===== config.mk =====
export PLATFORM = sky130hd
export DESIGN_NAME = arcade_drive_mixer_servo_out_top_flat
export DESIGN_NICKNAME = d
export VERILOG_FILES = /design/src/rtl/core/adm_pkg.sv /design/src/rtl/core/adm_if.sv /design/src/rtl/core/arcade_drive_mixer_servo_out_top.sv /design/src/flat_wrapper.sv
export SDC_FILE = /design/constraint.sdc
export NUM_CORES = 2
export LEC_CHECK = 0
export ABC_AREA = 1
export BUFFER_PORTS_ARGS = -buffer_cell sky130_fd_sc_hd__buf_2
export CAP_MARGIN = 0
export CORE_AREA = 2 2 369 371
export DETAILED_ROUTE_END_ITERATION = 8
export DIE_AREA = 0 0 371 373
export GPL_TIMING_DRIVEN = 1
export MAX_ROUTING_LAYER = met4
export PLACE_DENSITY = 0.76
export SYNTH_ARGS = -nofsm -noshare
export SYNTH_HDL_FRONTEND = slang
export SYNTH_SLANG_ARGS = --single-unit

===== constraint.sdc =====
create_clock -name i_clk -period 13.95 [get_ports i_clk]
set_clock_uncertainty 0.15 [all_clocks]
set_input_delay 0.6975 -clock i_clk [delete_from_list [all_inputs] [get_ports i_clk]]
set_output_delay 0.6975 -clock i_clk [all_outputs]
set_load 0.1 [all_outputs]

===== src/rtl/core/adm_pkg.sv =====
// shared constants, widths, register codes and reset values for the arcade drive mixer
package adm_pkg;

    // full scale of every command
    localparam int SCALE = 1000;

    // field widths
    localparam int CMD_W      = 11;
    localparam int OUT_W      = 16;
    localparam int FLIP_W     = 3;
    localparam int CTR_W      = 12;
    localparam int TRIM_W     = 11;
    localparam int GAIN_W     = 12;
    localparam int DZ_W       = 10;
    localparam int LIM_W      = 16;
    localparam int CFG_IDX_W  = 3;
    localparam int CFG_DATA_W = 16;

    // internal widths
    localparam int SUM_W  = CMD_W + 1;
    localparam int X_W    = SUM_W + 1;
    localparam int SMAG_W = $clog2(SCALE + 1);
    localparam int Q_W    = SMAG_W + 1;
    localparam int MIX_W  = SMAG_W + X_W + 2;
    localparam int MMAG_W = MIX_W - 1;
    localparam int PM_W   = SMAG_W + GAIN_W;
    localparam int SRV_W  = 14;

    // mixer divides by twice the scale, the servo stage by the scale
    localparam int MIX_DIV = 2 * SCALE;
    localparam longint unsigned MIX_RCP = (64'd1 << MMAG_W) / MIX_DIV;
    localparam int MIX_RCP_W = $clog2(MIX_RCP + 1);
    localparam longint unsigned SRV_RCP = (64'd1 << PM_W) / SCALE;
    localparam int SRV_RCP_W = $clog2(SRV_RCP + 1);

    localparam logic signed [Q_W-1:0] MIX_MAX = Q_W'(SCALE);

    // pipeline depth
    localparam int N_STG = 10;

    // sides
    localparam int NSIDE  = 2;
    localparam int SIDE_L = 0;
    localparam int SIDE_R = 1;

    // flip_mode bits
    localparam int FLIP_SWAP  = 0;
    localparam int FLIP_REV_L = 1;
    localparam int FLIP_REV_R = 2;

    typedef enum logic [CFG_IDX_W-1:0] {
        CFG_FLIP_MODE  = 3'd0,
        CFG_SRV_ENABLE = 3'd1,
        CFG_CENTER     = 3'd2,
        CFG_TRIM       = 3'd3,
        CFG_GAIN       = 3'd4,
        CFG_DEADZONE   = 3'd5,
        CFG_LIMIT_HIGH = 3'd6,
        CFG_LIMIT_LOW  = 3'd7
    } t_cfg_idx;

    // register reset values
    localparam logic [FLIP_W-1:0]        RST_FLIP     = '0;
    localparam logic                     RST_SRV_EN   = 1'b1;
    localparam logic [CTR_W-1:0]         RST_CENTER   = 12'd1500;
    localparam logic signed [TRIM_W-1:0] RST_TRIM     = '0;
    localparam logic [GAIN_W-1:0]        RST_GAIN     = 12'd1000;
    localparam logic [DZ_W-1:0]          RST_DEADZONE = '0;
    localparam logic signed [LIM_W-1:0]  RST_LIM_HI   = 16'sd2000;
    localparam logic signed [LIM_W-1:0]  RST_LIM_LO   = 16'sd1000;

endpackage


===== src/rtl/core/adm_if.sv =====
// handshake channels of the arcade drive mixer: commands, drive results, register writes
interface adm_cmd_if import adm_pkg::*; ();
    logic                     valid;
    logic                     ready;
    logic signed [CMD_W-1:0]  throttle_cmd;
    logic signed [CMD_W-1:0]  steer_cmd;
    logic signed [CMD_W-1:0]  gyro_trim_cmd;

    modport source (output valid, output throttle_cmd, output steer_cmd,
                    output gyro_trim_cmd, input ready);
    modport sink   (input valid, input throttle_cmd, input steer_cmd,
                    input gyro_trim_cmd, output ready);
endinterface

interface adm_drive_if import adm_pkg::*; ();
    logic                     valid;
    logic                     ready;
    logic signed [OUT_W-1:0]  left_drive;
    logic signed [OUT_W-1:0]  right_drive;

    modport source (output valid, output left_drive, output right_drive, input ready);
    modport sink   (input valid, input left_drive, input right_drive, output ready);
endinterface

interface adm_cfg_if import adm_pkg::*; ();
    logic                   valid;
    logic                   ready;
    logic [CFG_IDX_W-1:0]   index;
    logic [CFG_DATA_W-1:0]  data;

    modport source (output valid, output index, output data, input ready);
    modport sink   (input valid, input index, input data, output ready);
endinterface


===== src/rtl/core/arcade_drive_mixer_servo_out_top.sv =====
// arcade drive mixer with flips and per-side servo output stage, ten-stage pipeline
//
//  channel  dir  payload                                   beat when
//  i_cmd    in   throttle_cmd, steer_cmd, gyro_trim_cmd    valid && ready
//  o_drv    out  left_drive, right_drive                   valid && ready
//  i_cfg    in   index, data                               valid && ready (ready tied high)
//
//  one command beat per cycle unless the full pipeline stalls; results keep order
//  the depth is set by the two constant reciprocal dividers and the gain multiplier
//  each stage holds while the one after it is full and stalled, so bubbles close up
//  synchronous active-low reset empties the pipeline and loads register defaults
module arcade_drive_mixer_servo_out_top
    import adm_pkg::*;
(
    input  logic         i_clk,
    input  logic         i_rst_n,
    adm_cfg_if.sink      i_cfg,
    adm_cmd_if.sink      i_cmd,
    adm_drive_if.source  o_drv
);

    localparam logic signed [MIX_W-1:0] SCALE_MIX = MIX_W'(SCALE);
    localparam int P1_W = MMAG_W + MIX_RCP_W;
    localparam int P2_W = PM_W + SRV_RCP_W;

    // configuration registers
    logic [FLIP_W-1:0]         r_flip;
    logic                      r_srv_en;
    logic [CTR_W-1:0]          r_center;
    logic signed [TRIM_W-1:0]  r_trim;
    logic [GAIN_W-1:0]         r_gain;
    logic [DZ_W-1:0]           r_dz;
    logic signed [LIM_W-1:0]   r_lim_hi;
    logic signed [LIM_W-1:0]   r_lim_lo;

    assign i_cfg.ready = 1'b1;

    always_ff @(posedge i_clk) begin
        if (!i_rst_n) begin
            r_flip   <= RST_FLIP;
            r_srv_en <= RST_SRV_EN;
            r_center <= RST_CENTER;
            r_trim   <= RST_TRIM;
            r_gain   <= RST_GAIN;
            r_dz     <= RST_DEADZONE;
            r_lim_hi <= RST_LIM_HI;
            r_lim_lo <= RST_LIM_LO;
        end else if (i_cfg.valid) begin
            case (t_cfg_idx'(i_cfg.index))
                CFG_FLIP_MODE:  r_flip   <= i_cfg.data[FLIP_W-1:0];
                CFG_SRV_ENABLE: r_srv_en <= i_cfg.data[0];
                CFG_CENTER:     r_center <= i_cfg.data[CTR_W-1:0];
                CFG_TRIM:       r_trim   <= signed'(i_cfg.data[TRIM_W-1:0]);
                CFG_GAIN:       r_gain   <= i_cfg.data[GAIN_W-1:0];
                CFG_DEADZONE:   r_dz     <= i_cfg.data[DZ_W-1:0];
                CFG_LIMIT_HIGH: r_lim_hi <= signed'(i_cfg.data[LIM_W-1:0]);
                CFG_LIMIT_LOW:  r_lim_lo <= signed'(i_cfg.data[LIM_W-1:0]);
                default: ;
            endcase
        end
    end

    // pipeline flow control
    logic [N_STG:1]   r_vld;
    logic [N_STG+1:1] en;

    always_comb begin
        en[N_STG+1] = o_drv.ready;
        for (int k = N_STG; k >= 1; k--) begin
            en[k] = !r_vld[k] || en[k+1];
        end
    end

    assign i_cmd.ready = en[1];

    always_ff @(posedge i_clk) begin
        if (!i_rst_n) begin
            r_vld <= '0;
        end else begin
            if (en[1]) begin
                r_vld[1] <= i_cmd.valid;
            end
            for (int k = 2; k <= N_STG; k++) begin
                if (en[k]) begin
                    r_vld[k] <= r_vld[k-1];
                end
            end
        end
    end

    // stage 1: saturate throttle and steering sum, negate steering
    logic signed [SUM_W-1:0] s0_sum;
    logic signed [SUM_W-1:0] s0_st;
    logic signed [CMD_W-1:0] n_t;
    logic signed [X_W-1:0]   n_x;
    logic signed [CMD_W-1:0] r_t;
    logic signed [X_W-1:0]   r_x;

    always_comb begin
        s0_sum = SUM_W'(i_cmd.steer_cmd) + SUM_W'(i_cmd.gyro_trim_cmd);
        if (int'(i_cmd.throttle_cmd) > SCALE) begin
            n_t = CMD_W'(SCALE);
        end else if (int'(i_cmd.throttle_cmd) < -SCALE) begin
            n_t = CMD_W'(-SCALE);
        end else begin
            n_t = i_cmd.throttle_cmd;
        end
        if (int'(s0_sum) > SCALE) begin
            s0_st = SUM_W'(SCALE);
        end else if (int'(s0_sum) < -SCALE) begin
            s0_st = SUM_W'(-SCALE);
        end else begin
            s0_st = s0_sum;
        end
        n_x = -X_W'(s0_st);
    end

    always_ff @(posedge i_clk) begin
        if (en[1]) begin
            r_t <= n_t;
            r_x <= n_x;
        end
    end

    // stage 2: V and W, both carrying one factor of scale
    logic signed [MIX_W-1:0] s1_tm, s1_xm, s1_abs_t, s1_abs_x;
    logic signed [MIX_W-1:0] n_v, n_w, r_v, r_w;

    always_comb begin
        s1_tm    = MIX_W'(r_t);
        s1_xm    = MIX_W'(r_x);
        s1_abs_t = (s1_tm < 0) ? -s1_tm : s1_tm;
        s1_abs_x = (s1_xm < 0) ? -s1_xm : s1_xm;
        n_v = (SCALE_MIX - s1_abs_x) * s1_tm + s1_tm * SCALE_MIX;
        n_w = (SCALE_MIX - s1_abs_t) * s1_xm + s1_xm * SCALE_MIX;
    end

    always_ff @(posedge i_clk) begin
        if (en[2]) begin
            r_v <= n_v;
            r_w <= n_w;
        end
    end

    // stage 3: sum and difference as sign and magnitude
    logic signed [MIX_W-1:0] s2_sum [NSIDE];
    logic [MMAG_W-1:0]       n_mag3 [NSIDE];
    logic                    n_neg3 [NSIDE];
    logic [MMAG_W-1:0]       r_mag3 [NSIDE];
    logic                    r_neg3 [NSIDE];

    always_comb begin
        s2_sum[SIDE_R] = r_v + r_w;
        s2_sum[SIDE_L] = r_v - r_w;
        for (int i = 0; i < NSIDE; i++) begin
            n_neg3[i] = s2_sum[i] < 0;
            n_mag3[i] = MMAG_W'(n_neg3[i] ? -s2_sum[i] : s2_sum[i]);
        end
    end

    always_ff @(posedge i_clk) begin
        if (en[3]) begin
            r_mag3 <= n_mag3;
            r_neg3 <= n_neg3;
        end
    end

    // stage 4: quotient estimate by reciprocal, low by at most one
    logic [P1_W-1:0]   s3_prod [NSIDE];
    logic [SMAG_W-1:0] n_q4 [NSIDE];
    logic [SMAG_W-1:0] r_q4 [NSIDE];
    logic [MMAG_W-1:0] r_mag4 [NSIDE];
    logic              r_neg4 [NSIDE];

    always_comb begin
        for (int i = 0; i < NSIDE; i++) begin
            s3_prod[i] = P1_W'(r_mag3[i]) * P1_W'(MIX_RCP);
            n_q4[i]    = SMAG_W'(s3_prod[i] >> MMAG_W);
        end
    end

    always_ff @(posedge i_clk) begin
        if (en[4]) begin
            r_q4   <= n_q4;
            r_mag4 <= r_mag3;
            r_neg4 <= r_neg3;
        end
    end

    // stage 5: remainder correction and sign, truncation toward zero
    logic [MMAG_W-1:0]       s4_rem [NSIDE];
    logic [SMAG_W-1:0]       s4_q [NSIDE];
    logic signed [Q_W-1:0]   n_mix [NSIDE];
    logic signed [Q_W-1:0]   r_mix [NSIDE];

    always_comb begin
        for (int i = 0; i < NSIDE; i++) begin
            s4_rem[i] = r_mag4[i] - MMAG_W'(r_q4[i]) * MMAG_W'(MIX_DIV);
            s4_q[i]   = (s4_rem[i] >= MMAG_W'(MIX_DIV)) ? r_q4[i] + 1'b1 : r_q4[i];
            n_mix[i]  = r_neg4[i] ? -signed'(Q_W'(s4_q[i])) : signed'(Q_W'(s4_q[i]));
        end
    end

    always_ff @(posedge i_clk) begin
        if (en[5]) begin
            r_mix <= n_mix;
        end
    end

    // stage 6: swap and per-side reversal
    logic signed [Q_W-1:0] s5_a [NSIDE];
    logic signed [Q_W-1:0] n_s6 [NSIDE];
    logic signed [Q_W-1:0] r_s6 [NSIDE];

    always_comb begin
        s5_a[SIDE_L] = r_flip[FLIP_SWAP] ? r_mix[SIDE_R] : r_mix[SIDE_L];
        s5_a[SIDE_R] = r_flip[FLIP_SWAP] ? r_mix[SIDE_L] : r_mix[SIDE_R];
        n_s6[SIDE_L] = r_flip[FLIP_REV_L] ? -s5_a[SIDE_L] : s5_a[SIDE_L];
        n_s6[SIDE_R] = r_flip[FLIP_REV_R] ? -s5_a[SIDE_R] : s5_a[SIDE_R];
    end

    always_ff @(posedge i_clk) begin
        if (en[6]) begin
            r_s6 <= n_s6;
        end
    end

    // stage 7: speed magnitude times gain
    logic [SMAG_W-1:0]     s6_mag [NSIDE];
    logic                  n_neg7 [NSIDE];
    logic                  n_zero7 [NSIDE];
    logic [PM_W-1:0]       n_pm7 [NSIDE];
    logic                  r_neg7 [NSIDE];
    logic                  r_zero7 [NSIDE];
    logic [PM_W-1:0]       r_pm7 [NSIDE];
    logic signed [Q_W-1:0] r_s7 [NSIDE];

    always_comb begin
        for (int i = 0; i < NSIDE; i++) begin
            n_neg7[i]  = r_s6[i] < 0;
            n_zero7[i] = r_s6[i] == '0;
            s6_mag[i]  = SMAG_W'(n_neg7[i] ? -r_s6[i] : r_s6[i]);
            n_pm7[i]   = PM_W'(s6_mag[i]) * PM_W'(r_gain);
        end
    end

    always_ff @(posedge i_clk) begin
        if (en[7]) begin
            r_neg7  <= n_neg7;
            r_zero7 <= n_zero7;
            r_pm7   <= n_pm7;
            r_s7    <= r_s6;
        end
    end

    // stage 8: divide by scale, reciprocal estimate
    logic [P2_W-1:0]       s7_prod [NSIDE];
    logic [GAIN_W-1:0]     n_q8 [NSIDE];
    logic [GAIN_W-1:0]     r_q8 [NSIDE];
    logic [PM_W-1:0]       r_pm8 [NSIDE];
    logic                  r_neg8 [NSIDE];
    logic                  r_zero8 [NSIDE];
    logic signed [Q_W-1:0] r_s8 [NSIDE];

    always_comb begin
        for (int i = 0; i < NSIDE; i++) begin
            s7_prod[i] = P2_W'(r_pm7[i]) * P2_W'(SRV_RCP);
            n_q8[i]    = GAIN_W'(s7_prod[i] >> PM_W);
        end
    end

    always_ff @(posedge i_clk) begin
        if (en[8]) begin
            r_q8    <= n_q8;
            r_pm8   <= r_pm7;
            r_neg8  <= r_neg7;
            r_zero8 <= r_zero7;
            r_s8    <= r_s7;
        end
    end

    // stage 9: remainder correction of the scaled speed
    logic [PM_W-1:0]       s8_rem [NSIDE];
    logic [GAIN_W-1:0]     n_q9 [NSIDE];
    logic [GAIN_W-1:0]     r_q9 [NSIDE];
    logic                  r_neg9 [NSIDE];
    logic                  r_zero9 [NSIDE];
    logic signed [Q_W-1:0] r_s9 [NSIDE];

    always_comb begin
        for (int i = 0; i < NSIDE; i++) begin
            s8_rem[i] = r_pm8[i] - PM_W'(r_q8[i]) * PM_W'(SCALE);
            n_q9[i]   = (s8_rem[i] >= PM_W'(SCALE)) ? r_q8[i] + 1'b1 : r_q8[i];
        end
    end

    always_ff @(posedge i_clk) begin
        if (en[9]) begin
            r_q9    <= n_q9;
            r_neg9  <= r_neg8;
            r_zero9 <= r_zero8;
            r_s9    <= r_s8;
        end
    end

    // stage 10: deadzone, trim, clamp, zero-speed centre and bypass
    logic signed [SRV_W-1:0] s9_q [NSIDE];
    logic signed [SRV_W-1:0] s9_dz [NSIDE];
    logic signed [SRV_W-1:0] s9_sum [NSIDE];
    logic signed [SRV_W-1:0] s9_ctr;
    logic signed [OUT_W-1:0] s9_clamp [NSIDE];
    logic signed [OUT_W-1:0] n_out [NSIDE];
    logic signed [OUT_W-1:0] r_out [NSIDE];

    always_comb begin
        s9_ctr = signed'(SRV_W'(r_center)) + SRV_W'(r_trim);
        for (int i = 0; i < NSIDE; i++) begin
            s9_q[i]   = r_neg9[i] ? -signed'(SRV_W'(r_q9[i])) : signed'(SRV_W'(r_q9[i]));
            s9_dz[i]  = r_neg9[i] ? -signed'(SRV_W'(r_dz)) : signed'(SRV_W'(r_dz));
            s9_sum[i] = s9_q[i] + s9_dz[i] + SRV_W'(r_trim);
            // upper bound first, so crossed limits give the lower one
            s9_clamp[i] = OUT_W'(s9_sum[i]);
            if (s9_clamp[i] > r_lim_hi) begin
                s9_clamp[i] = r_lim_hi;
            end
            if (s9_clamp[i] < r_lim_lo) begin
                s9_clamp[i] = r_lim_lo;
            end
            if (!r_srv_en) begin
                n_out[i] = OUT_W'(r_s9[i]);
            end else if (r_zero9[i]) begin
                n_out[i] = OUT_W'(s9_ctr);
            end else begin
                n_out[i] = s9_clamp[i];
            end
        end
    end

    always_ff @(posedge i_clk) begin
        if (en[10]) begin
            r_out <= n_out;
        end
    end

    assign o_drv.valid       = r_vld[N_STG];
    assign o_drv.left_drive  = r_out[SIDE_L];
    assign o_drv.right_drive = r_out[SIDE_R];

`ifndef SYNTHESIS
    a_accept_enters: assert property (@(posedge i_clk) disable iff (!i_rst_n)
        i_cmd.valid && i_cmd.ready |=> r_vld[1])
        else $error("accepted command did not enter the pipeline");

    a_stall_holds_mix: assert property (@(posedge i_clk) disable iff (!i_rst_n)
        r_vld[5] && !en[5] |=> r_vld[5] && $stable(r_mix[SIDE_L]) && $stable(r_mix[SIDE_R]))
        else $error("stalled mixer stage lost or changed its beat");

    a_mix_in_range: assert property (@(posedge i_clk) disable iff (!i_rst_n)
        r_vld[5] |-> r_mix[SIDE_L] <= MIX_MAX && r_mix[SIDE_L] >= -MIX_MAX &&
                     r_mix[SIDE_R] <= MIX_MAX && r_mix[SIDE_R] >= -MIX_MAX)
        else $error("mixed value beyond full scale");

    a_no_repeat: assert property (@(posedge i_clk) disable iff (!i_rst_n)
        o_drv.valid && o_drv.ready && !r_vld[N_STG-1] |=> !o_drv.valid)
        else $error("result beat repeated");
`endif

endmodule


===== src/flat_wrapper.sv =====
// flat-port wrapper written by rule: the top's interface ports become plain ports
module arcade_drive_mixer_servo_out_top_flat import adm_pkg::*;
  (i_clk, i_rst_n, i_cfg_valid, i_cfg_index, i_cfg_data, i_cfg_ready, i_cmd_valid, i_cmd_throttle_cmd, i_cmd_steer_cmd, i_cmd_gyro_trim_cmd, i_cmd_ready, o_drv_valid, o_drv_left_drive, o_drv_right_drive, o_drv_ready);
  adm_cfg_if i_cfg_i ();
  adm_cmd_if i_cmd_i ();
  adm_drive_if o_drv_i ();
  input  logic i_clk;
  input  logic i_rst_n;
  input wire logic [$bits(i_cfg_i.valid)-1:0] i_cfg_valid;
  input wire logic [$bits(i_cfg_i.index)-1:0] i_cfg_index;
  input wire logic [$bits(i_cfg_i.data)-1:0] i_cfg_data;
  output wire logic [$bits(i_cfg_i.ready)-1:0] i_cfg_ready;
  input wire logic [$bits(i_cmd_i.valid)-1:0] i_cmd_valid;
  input wire logic [$bits(i_cmd_i.throttle_cmd)-1:0] i_cmd_throttle_cmd;
  input wire logic [$bits(i_cmd_i.steer_cmd)-1:0] i_cmd_steer_cmd;
  input wire logic [$bits(i_cmd_i.gyro_trim_cmd)-1:0] i_cmd_gyro_trim_cmd;
  output wire logic [$bits(i_cmd_i.ready)-1:0] i_cmd_ready;
  output wire logic [$bits(o_drv_i.valid)-1:0] o_drv_valid;
  output wire logic [$bits(o_drv_i.left_drive)-1:0] o_drv_left_drive;
  output wire logic [$bits(o_drv_i.right_drive)-1:0] o_drv_right_drive;
  input wire logic [$bits(o_drv_i.ready)-1:0] o_drv_ready;
  assign i_cfg_i.valid = i_cfg_valid;
  assign i_cfg_i.index = i_cfg_index;
  assign i_cfg_i.data = i_cfg_data;
  assign i_cfg_ready = i_cfg_i.ready;
  assign i_cmd_i.valid = i_cmd_valid;
  assign i_cmd_i.throttle_cmd = i_cmd_throttle_cmd;
  assign i_cmd_i.steer_cmd = i_cmd_steer_cmd;
  assign i_cmd_i.gyro_trim_cmd = i_cmd_gyro_trim_cmd;
  assign i_cmd_ready = i_cmd_i.ready;
  assign o_drv_valid = o_drv_i.valid;
  assign o_drv_left_drive = o_drv_i.left_drive;
  assign o_drv_right_drive = o_drv_i.right_drive;
  assign o_drv_i.ready = o_drv_ready;
  arcade_drive_mixer_servo_out_top u_core (.i_clk(i_clk), .i_rst_n(i_rst_n), .i_cfg(i_cfg_i), .i_cmd(i_cmd_i), .o_drv(o_drv_i));
endmodule

== Yosys cells after proc, flatten, opt, wreduce, memory -nomap -nowiden ==
Cells that the tools add are included.

* Multiplexer cells: 31
* $mul: 14
* Equality and inequality tests: 7
* Divide/modulo/power cells: 0
* Reductions and logical operators: 32
* Shifts and indexed selects: 0
* Add/sub/neg operators: 34
* $lt $le $gt $ge: 18
* Bitwise operators: 0

{| class="wikitable"
|+ Operator list
! kind !! count
|-
| two-way mux 16 bit || 8
|-
| adder 25 bit || 3
|-
| multiplier 22 x 12 -> 33 bit, second input constant || 2
|-
| multiplier 24 x 12 -> 32 bit, second input constant || 2
|-
| two-way mux 10 bit || 6
|-
| two-way mux 14 bit || 4
|-
| two-way mux 11 bit || 5
|-
| < comparator 25 x 1 -> 1 bit, second input constant || 2
|-
| two-way mux 25 bit || 2
|-
| subtractor 11 x 25 -> 25 bit, first input constant || 2
|-
| greater-or-equal comparator 24 x 11 -> 1 bit, second input constant || 2
|-
| two-way mux 12 bit || 4
|-
| two-way mux 24 bit || 2
|-
| negator 24 bit || 2
|-
| subtractor 24 x 21 -> 24 bit || 2
|-
| greater-or-equal comparator 22 x 10 -> 1 bit, second input constant || 2
|-
| multiplier 10 x 12 -> 22 bit || 2
|-
| subtractor 22 bit || 2
|-
| multiplier 12 x 7 -> 19 bit, second input constant || 2
|-
| multiplier 10 x 7 -> 17 bit, second input constant || 2
|-
| < comparator 11 x 1 -> 1 bit, second input constant || 3
|-
| greater-than comparator 14 x 16 -> 1 bit || 2
|-
| < comparator 16 bit || 2
|-
| adder 14 x 11 -> 14 bit || 2
|-
| other kinds (32) || 69
|}

* Bits in latches: 0
* Output and inout bits: 35
* Bits in writable memories: 0
* Memories: 0
* Register bits: 575
* Input bits: 57
* Logic and storage cells: 203
* ROM bits: 0

== Logic depth before layout (Yosys ltp) ==
* Depth in word-level cells: 11
* Depth in mapped cells: 50
* Mapped depth without buffers: 48

== Worst setup path after synthesis ==
No wires, ideal clock.

* Path kind: register -> output
* From: register u_core.r_vld[10] (netlist bit)
* To: output i_cmd_ready
* Buffers on the path: 0
* Path slack: 2.178 ns
* Stages on the path, launching flop included: 20
* Data arrival time: 10.924 ns
* Required time: 13.102 ns
* Path through: dfxtp_1 inv_1 nor2_1 inv_1 nor2_1 inv_1 nor2_1 inv_1 nor2_1 inv_1 nor2_1 inv_1 nor2_1 inv_1 nor2_1 inv_1 nor2_1 inv_1 nor2_1 nand2_1

* Cells in the longest elaborated chain, start to end: 11

{| class="wikitable"
|+ Ends and longest elaborated chain
! element !! RTL line !! text
|-
| start, declared || arcade_drive_mixer_servo_out_top.sv:64 || <nowiki>logic [N_STG:1] r_vld;</nowiki>
|-
| start signal, assigned by index || arcade_drive_mixer_servo_out_top.sv:85 || <nowiki>r_vld[k] <= r_vld[k-1];</nowiki>
|-
| logical NOT 1 bit || arcade_drive_mixer_servo_out_top.sv:70 || <nowiki>en[k] = !r_vld[k] || en[k+1];</nowiki>
|-
| logical OR 1 bit || arcade_drive_mixer_servo_out_top.sv:70 ||
|-
| net u_core.en (one bit) || arcade_drive_mixer_servo_out_top.sv:65 || <nowiki>logic [N_STG+1:1] en;</nowiki>
|-
| logical OR 1 bit || arcade_drive_mixer_servo_out_top.sv:70 ||
|-
| net u_core.en (one bit) || arcade_drive_mixer_servo_out_top.sv:65 ||
|-
| logical OR 1 bit || arcade_drive_mixer_servo_out_top.sv:70 ||
|-
| net u_core.en (one bit) || arcade_drive_mixer_servo_out_top.sv:65 ||
|-
| logical OR 1 bit || arcade_drive_mixer_servo_out_top.sv:70 ||
|-
| net u_core.en (one bit) || arcade_drive_mixer_servo_out_top.sv:65 ||
|-
| [1 not listed] || -- ||
|-
| net u_core.en (one bit) || arcade_drive_mixer_servo_out_top.sv:65 ||
|-
| logical OR 1 bit || arcade_drive_mixer_servo_out_top.sv:70 ||
|-
| net u_core.en (one bit) || arcade_drive_mixer_servo_out_top.sv:65 ||
|-
| logical OR 1 bit || arcade_drive_mixer_servo_out_top.sv:70 ||
|-
| net u_core.en (one bit) || arcade_drive_mixer_servo_out_top.sv:65 ||
|-
| logical OR 1 bit || arcade_drive_mixer_servo_out_top.sv:70 ||
|-
| net u_core.en (one bit) || arcade_drive_mixer_servo_out_top.sv:65 ||
|-
| logical OR 1 bit (2 in a row) || arcade_drive_mixer_servo_out_top.sv:70 ||
|-
| end, declared || flat_wrapper.sv:17 || <nowiki>output wire logic [$bits(i_cmd_i.ready)-1:0] i_cmd_ready;</nowiki>
|}

The timed path passes the listed nets, and every way through them passes these cells.

== Worst setup path in the final report ==
* From: register u_core.r_x[6]
* To: register u_core.r_w[23] (data pin)

* Cells in the longest elaborated chain, start to end: 2
* Elaborated cells on any way between the ends: 3
* Classes of those cells: add/sub: 1; mul: 2

{| class="wikitable"
|+ Ends and longest elaborated chain
! element !! RTL line !! text
|-
| start, declared || arcade_drive_mixer_servo_out_top.sv:97 || <nowiki>logic signed [X_W-1:0] r_x;</nowiki>
|-
| start signal, assigned || arcade_drive_mixer_servo_out_top.sv:121 || <nowiki>r_x <= n_x;</nowiki>
|-
| multiplier 25 x 13 -> 25 bit or multiplier 13 x 8 -> 21 bit (tied branches) || arcade_drive_mixer_servo_out_top.sv:135 || <nowiki>n_w = (SCALE_MIX - s1_abs_t) * s1_xm + s1_xm * SCALE_MIX;</nowiki>
|-
| adder 25 bit * || arcade_drive_mixer_servo_out_top.sv:135 ||
|-
| net u_core.n_w[23] || arcade_drive_mixer_servo_out_top.sv:127 || <nowiki>logic signed [MIX_W-1:0] n_v, n_w, r_v, r_w;</nowiki>
|-
| end signal, assigned || arcade_drive_mixer_servo_out_top.sv:141 || <nowiki>r_w <= n_w;</nowiki>
|-
| end, declared || arcade_drive_mixer_servo_out_top.sv:127 ||
|}

The timed path passes the listed nets; every way through them passes the cells marked *.
A chain may end at the register's enable or synchronous reset.

==> flow_metrics.py <==
metrics = {
    "worst_setup_path": {
        "critical-path-max-stage-delay_ps": 960,
        "crit_required_ps": 14220,
        "worstPathArrival_ps": 10800,
        "path_class": "flip-flop to flip-flop",
        "path_common_cell": "fa_1",
        "critPathMaxFanout": 21,
        "crit_path_end_kind": "flip-flop",
        "start_kind": "flip-flop",
        "cpMaxStageDelayCell": "edfxtp_1",
        "ff2ff_path_depth": 37,
    },
    "die": {
        "dieArea_um2": 138000,
        "coreArea_um2": 135000,
        "initial_core_util_pct": 59.5,
        "rows": 135,
        "fp.dieW_um": 371,
        "io_pins": 92,
        "die_h_um": 373,
    },
    "sta": {
        "rsz0062_at_grt": "no",
        "slew_headroom_pct": 19.9,
        "period_needed_ps": 10530,
        "fin_ws_ps": 3420,
        "drv_slew": 0,
        "worstMarginPinSlew_ps": 1200,
        "fin_setup_tns_ps": 0,
        "max_freq_mhz": 94.9,
        "final-hold-violation-count": 0,
        "finalSetupViolations": 0,
        "post-route-period-util_pct": 75.5,
    },
    "yosys": {
        "ys_ff_latch": 552,
        "ys_async_sr_fraction_pct": 0,
        "synth_edf_count": 461,
        "syn_area_um2": 80000,
        "synth_cells": 9282,
        "yosysSeqAreaShare_pct": 19.6,
        "yosys_warnings": 0,
        "ys_types": 66,
        "ys.flop_type": "edfxtp_1",
        "syn_avg_cell_area_um2": 8.62,
    },
    "drt": {
        "postRouteAntennaNets": 0,
        "drc_errors": 0,
        "vias": 61600,
        "wl_per_cell_um": 18.6,
        "first_iter_violations": 4168,
        "first_pass_iters": 8,
        "drt-vias-per-instance": 5.51,
        "wirelength_mm": 208,
    },
    "clocking": {
        "cts_tree": "yes",
        "ctsHoldBuffers": 0,
        "cts_setup_buffers": 0,
        "cts_max_path_buffers": 3,
        "h-tree-depth": 3,
        "numCtsBuffers": 72,
        "clockRootBuffer": "clkbuf_16",
        "clkSlewWorstSetupHoldPaths_ps": 60,
        "cts.sinks": 552,
        "clkLatencyLatePin_ps": 690,
        "post_cts_resized": 0,
    },
    "cells_and_area": {
        "area_delta_synth_final_pct": 6.03,
        "drive_gt1_share_pct": 3.92,
        "nNetsFinal": 11500,
        "fin_area_um2": 84900,
        "fillCellCount": 11500,
    },
    "status": {
        "status": "completed",
    },
    "worst_hold_path": {
        "hold_depth": 3,
        "hold_class": "input pin to flip-flop",
    },
    "global_route": {
        "grt_usage_pct": 31.5,
        "grt_pass1_wl_mm": 334,
        "grt_pass1_vias": 64300,
        "grt_remaining_overflow": 0,
        "grt_max_degree": 70,
        "antenna_found_initial": 1,
    },
    "place": {
        "dp_slack_ps": 3550,
        "io_buffers": 90,
        "hpwl_mm": 172,
        "place_area_um2": 82400,
        "gp_congestion": 0.973,
    },
    "flow_run": {
        "drv_cap": 0,
    },
}
cell usage after synthesis, drive strengths merged (22+ instances only):
cell	n	share of area, %
inv	1962	9.2
nand2	1672	7.9
ha	1231	19
fa	922	23
nor2	634	3.1
a21oi	520	3.3
edfxtp	461	17
xor2	376	4.2
o21ai	346	2.2
nand3	314	2.0
xnor2	132	1.4
clkbuf	106	0.50
dfxtp	91	2.3
nand4	72	0.57
nor3	72	0.48
buf	40	0.29
nand3b	39	0.37
o21bai	39	0.37
or2	39	0.30
a21o	28	0.26
o211ai	28	0.28
a31oi	25	0.20
clkinv	22	0.11
cells in the final DEF, fill, tap and decap left out, types with 14 or more instances in the layout:
cell and count:
clkinv_1 24, buf_4 36, a21o_1 28, o21bai_1 39, a31oi_1 25, fa_1 922, dfxtp_1 91, a211oi_1 16
nor2_1 619, buf_2 90, o21a_1 14, o21ai_1 26, nand3b_1 39, o211ai_1 26, nand4_1 71, nand2_2 26
xnor2_1 132, o21ai_0 316, inv_2 17, clkbuf_1 16, nor4_1 21, nor3_1 67, nand3_1 306, clkbuf_16 75
inv_1 1943, ha_1 1231, nand2_1 1644, edfxtp_1 461, a21oi_1 514, xor2_1 368, or2_2 32
logic make-up after synthesis:
group                    after synthesis  share of synthesized area, %
AND/OR/NAND/NOR                     2871                          15.0
adder cells (fa/ha/maj)             2153                          42.3
buffers and inverters               2130                          10.1
AO/OA/AOI/OAI                       1065                          7.36
flip-flops                           552                          19.6
XOR/XNOR                             508                          5.66
other                                  2                       0.00938
multiplexers                           1                        0.0125
worst paths after layout:
| check | slack (ps) | start | endpoint |
|---|---|---|---|
| worst max-delay path | 3420 | u_core.r_x[6] | u_core.r_w[23] |
| worst min-delay path | 160 | i_cfg_data[13] | u_core.r_lim_lo[13] |
| worst max register to register | 3420 | u_core.r_x[6] | u_core.r_w[23] |
| worst min register to register | 270 | u_core.r_s8[13] | u_core.r_s9[13] |
per-layer routing:
layer	GRT usage [%]	wire length, um
met1	35.9	80500
met2	55.7	106000
met3	3.50	10600
met4	13.8	10900
met5	-	0
flip-flops by register name, indices dropped and copies added, names as in the netlist, 20 cells and up:
signal and flops:
u_core.r_mag3 46, u_core.r_s8 22, u_core.r_q9 24, u_core.r_s9 22
u_core.r_mag4 40, u_core.r_pm8 38, u_core.r_q8 24, u_core.r_q4 20
u_core.r_mix 22, u_core.r_s7 22, u_core.r_w 25, u_core.r_s6 22
u_core.r_v 24, u_core.r_pm7 44
critical path: cells and delay by family, from the launching register on:
family	cells	cell delay [ps]
xor+xnor	2	290
buf+inv	6	920
fa+ha+maj	12	5520
compound gates	10	1810
flops	1	960
simple gates	7	620
cell type report:
cell class / instances / area, um2 / share of cell area [%]
tap: 1781 / 2230 / 2.63
inverter: 1984 / 7460 / 8.79
timing repair buffer: 126 / 721 / 0.849
multi-input combinational: 6603 / 56300 / 66.3
clock buffer: 95 / 1990 / 2.35
clock inverter: 35 / 500 / 0.590
sequential: 552 / 15700 / 18.5
antenna: 1 / 2.50 / 0.00295
stage by stage:
step | utilization (%) | hold WS [ps] | std cells
final | 63.0 | 158 | 11200
after global routing | 63.0 | 180 | 11200
after floorplan | - | 250 | 9285
after CTS | 63.0 | 112 | 11200
after detailed placement | 61.2 | 255 | 11000
after global placement | 61.2 | 251 | 11000
Power is not shown: default switching activity piles up to over one toggle a cycle in this logic, so the estimate is an artifact.
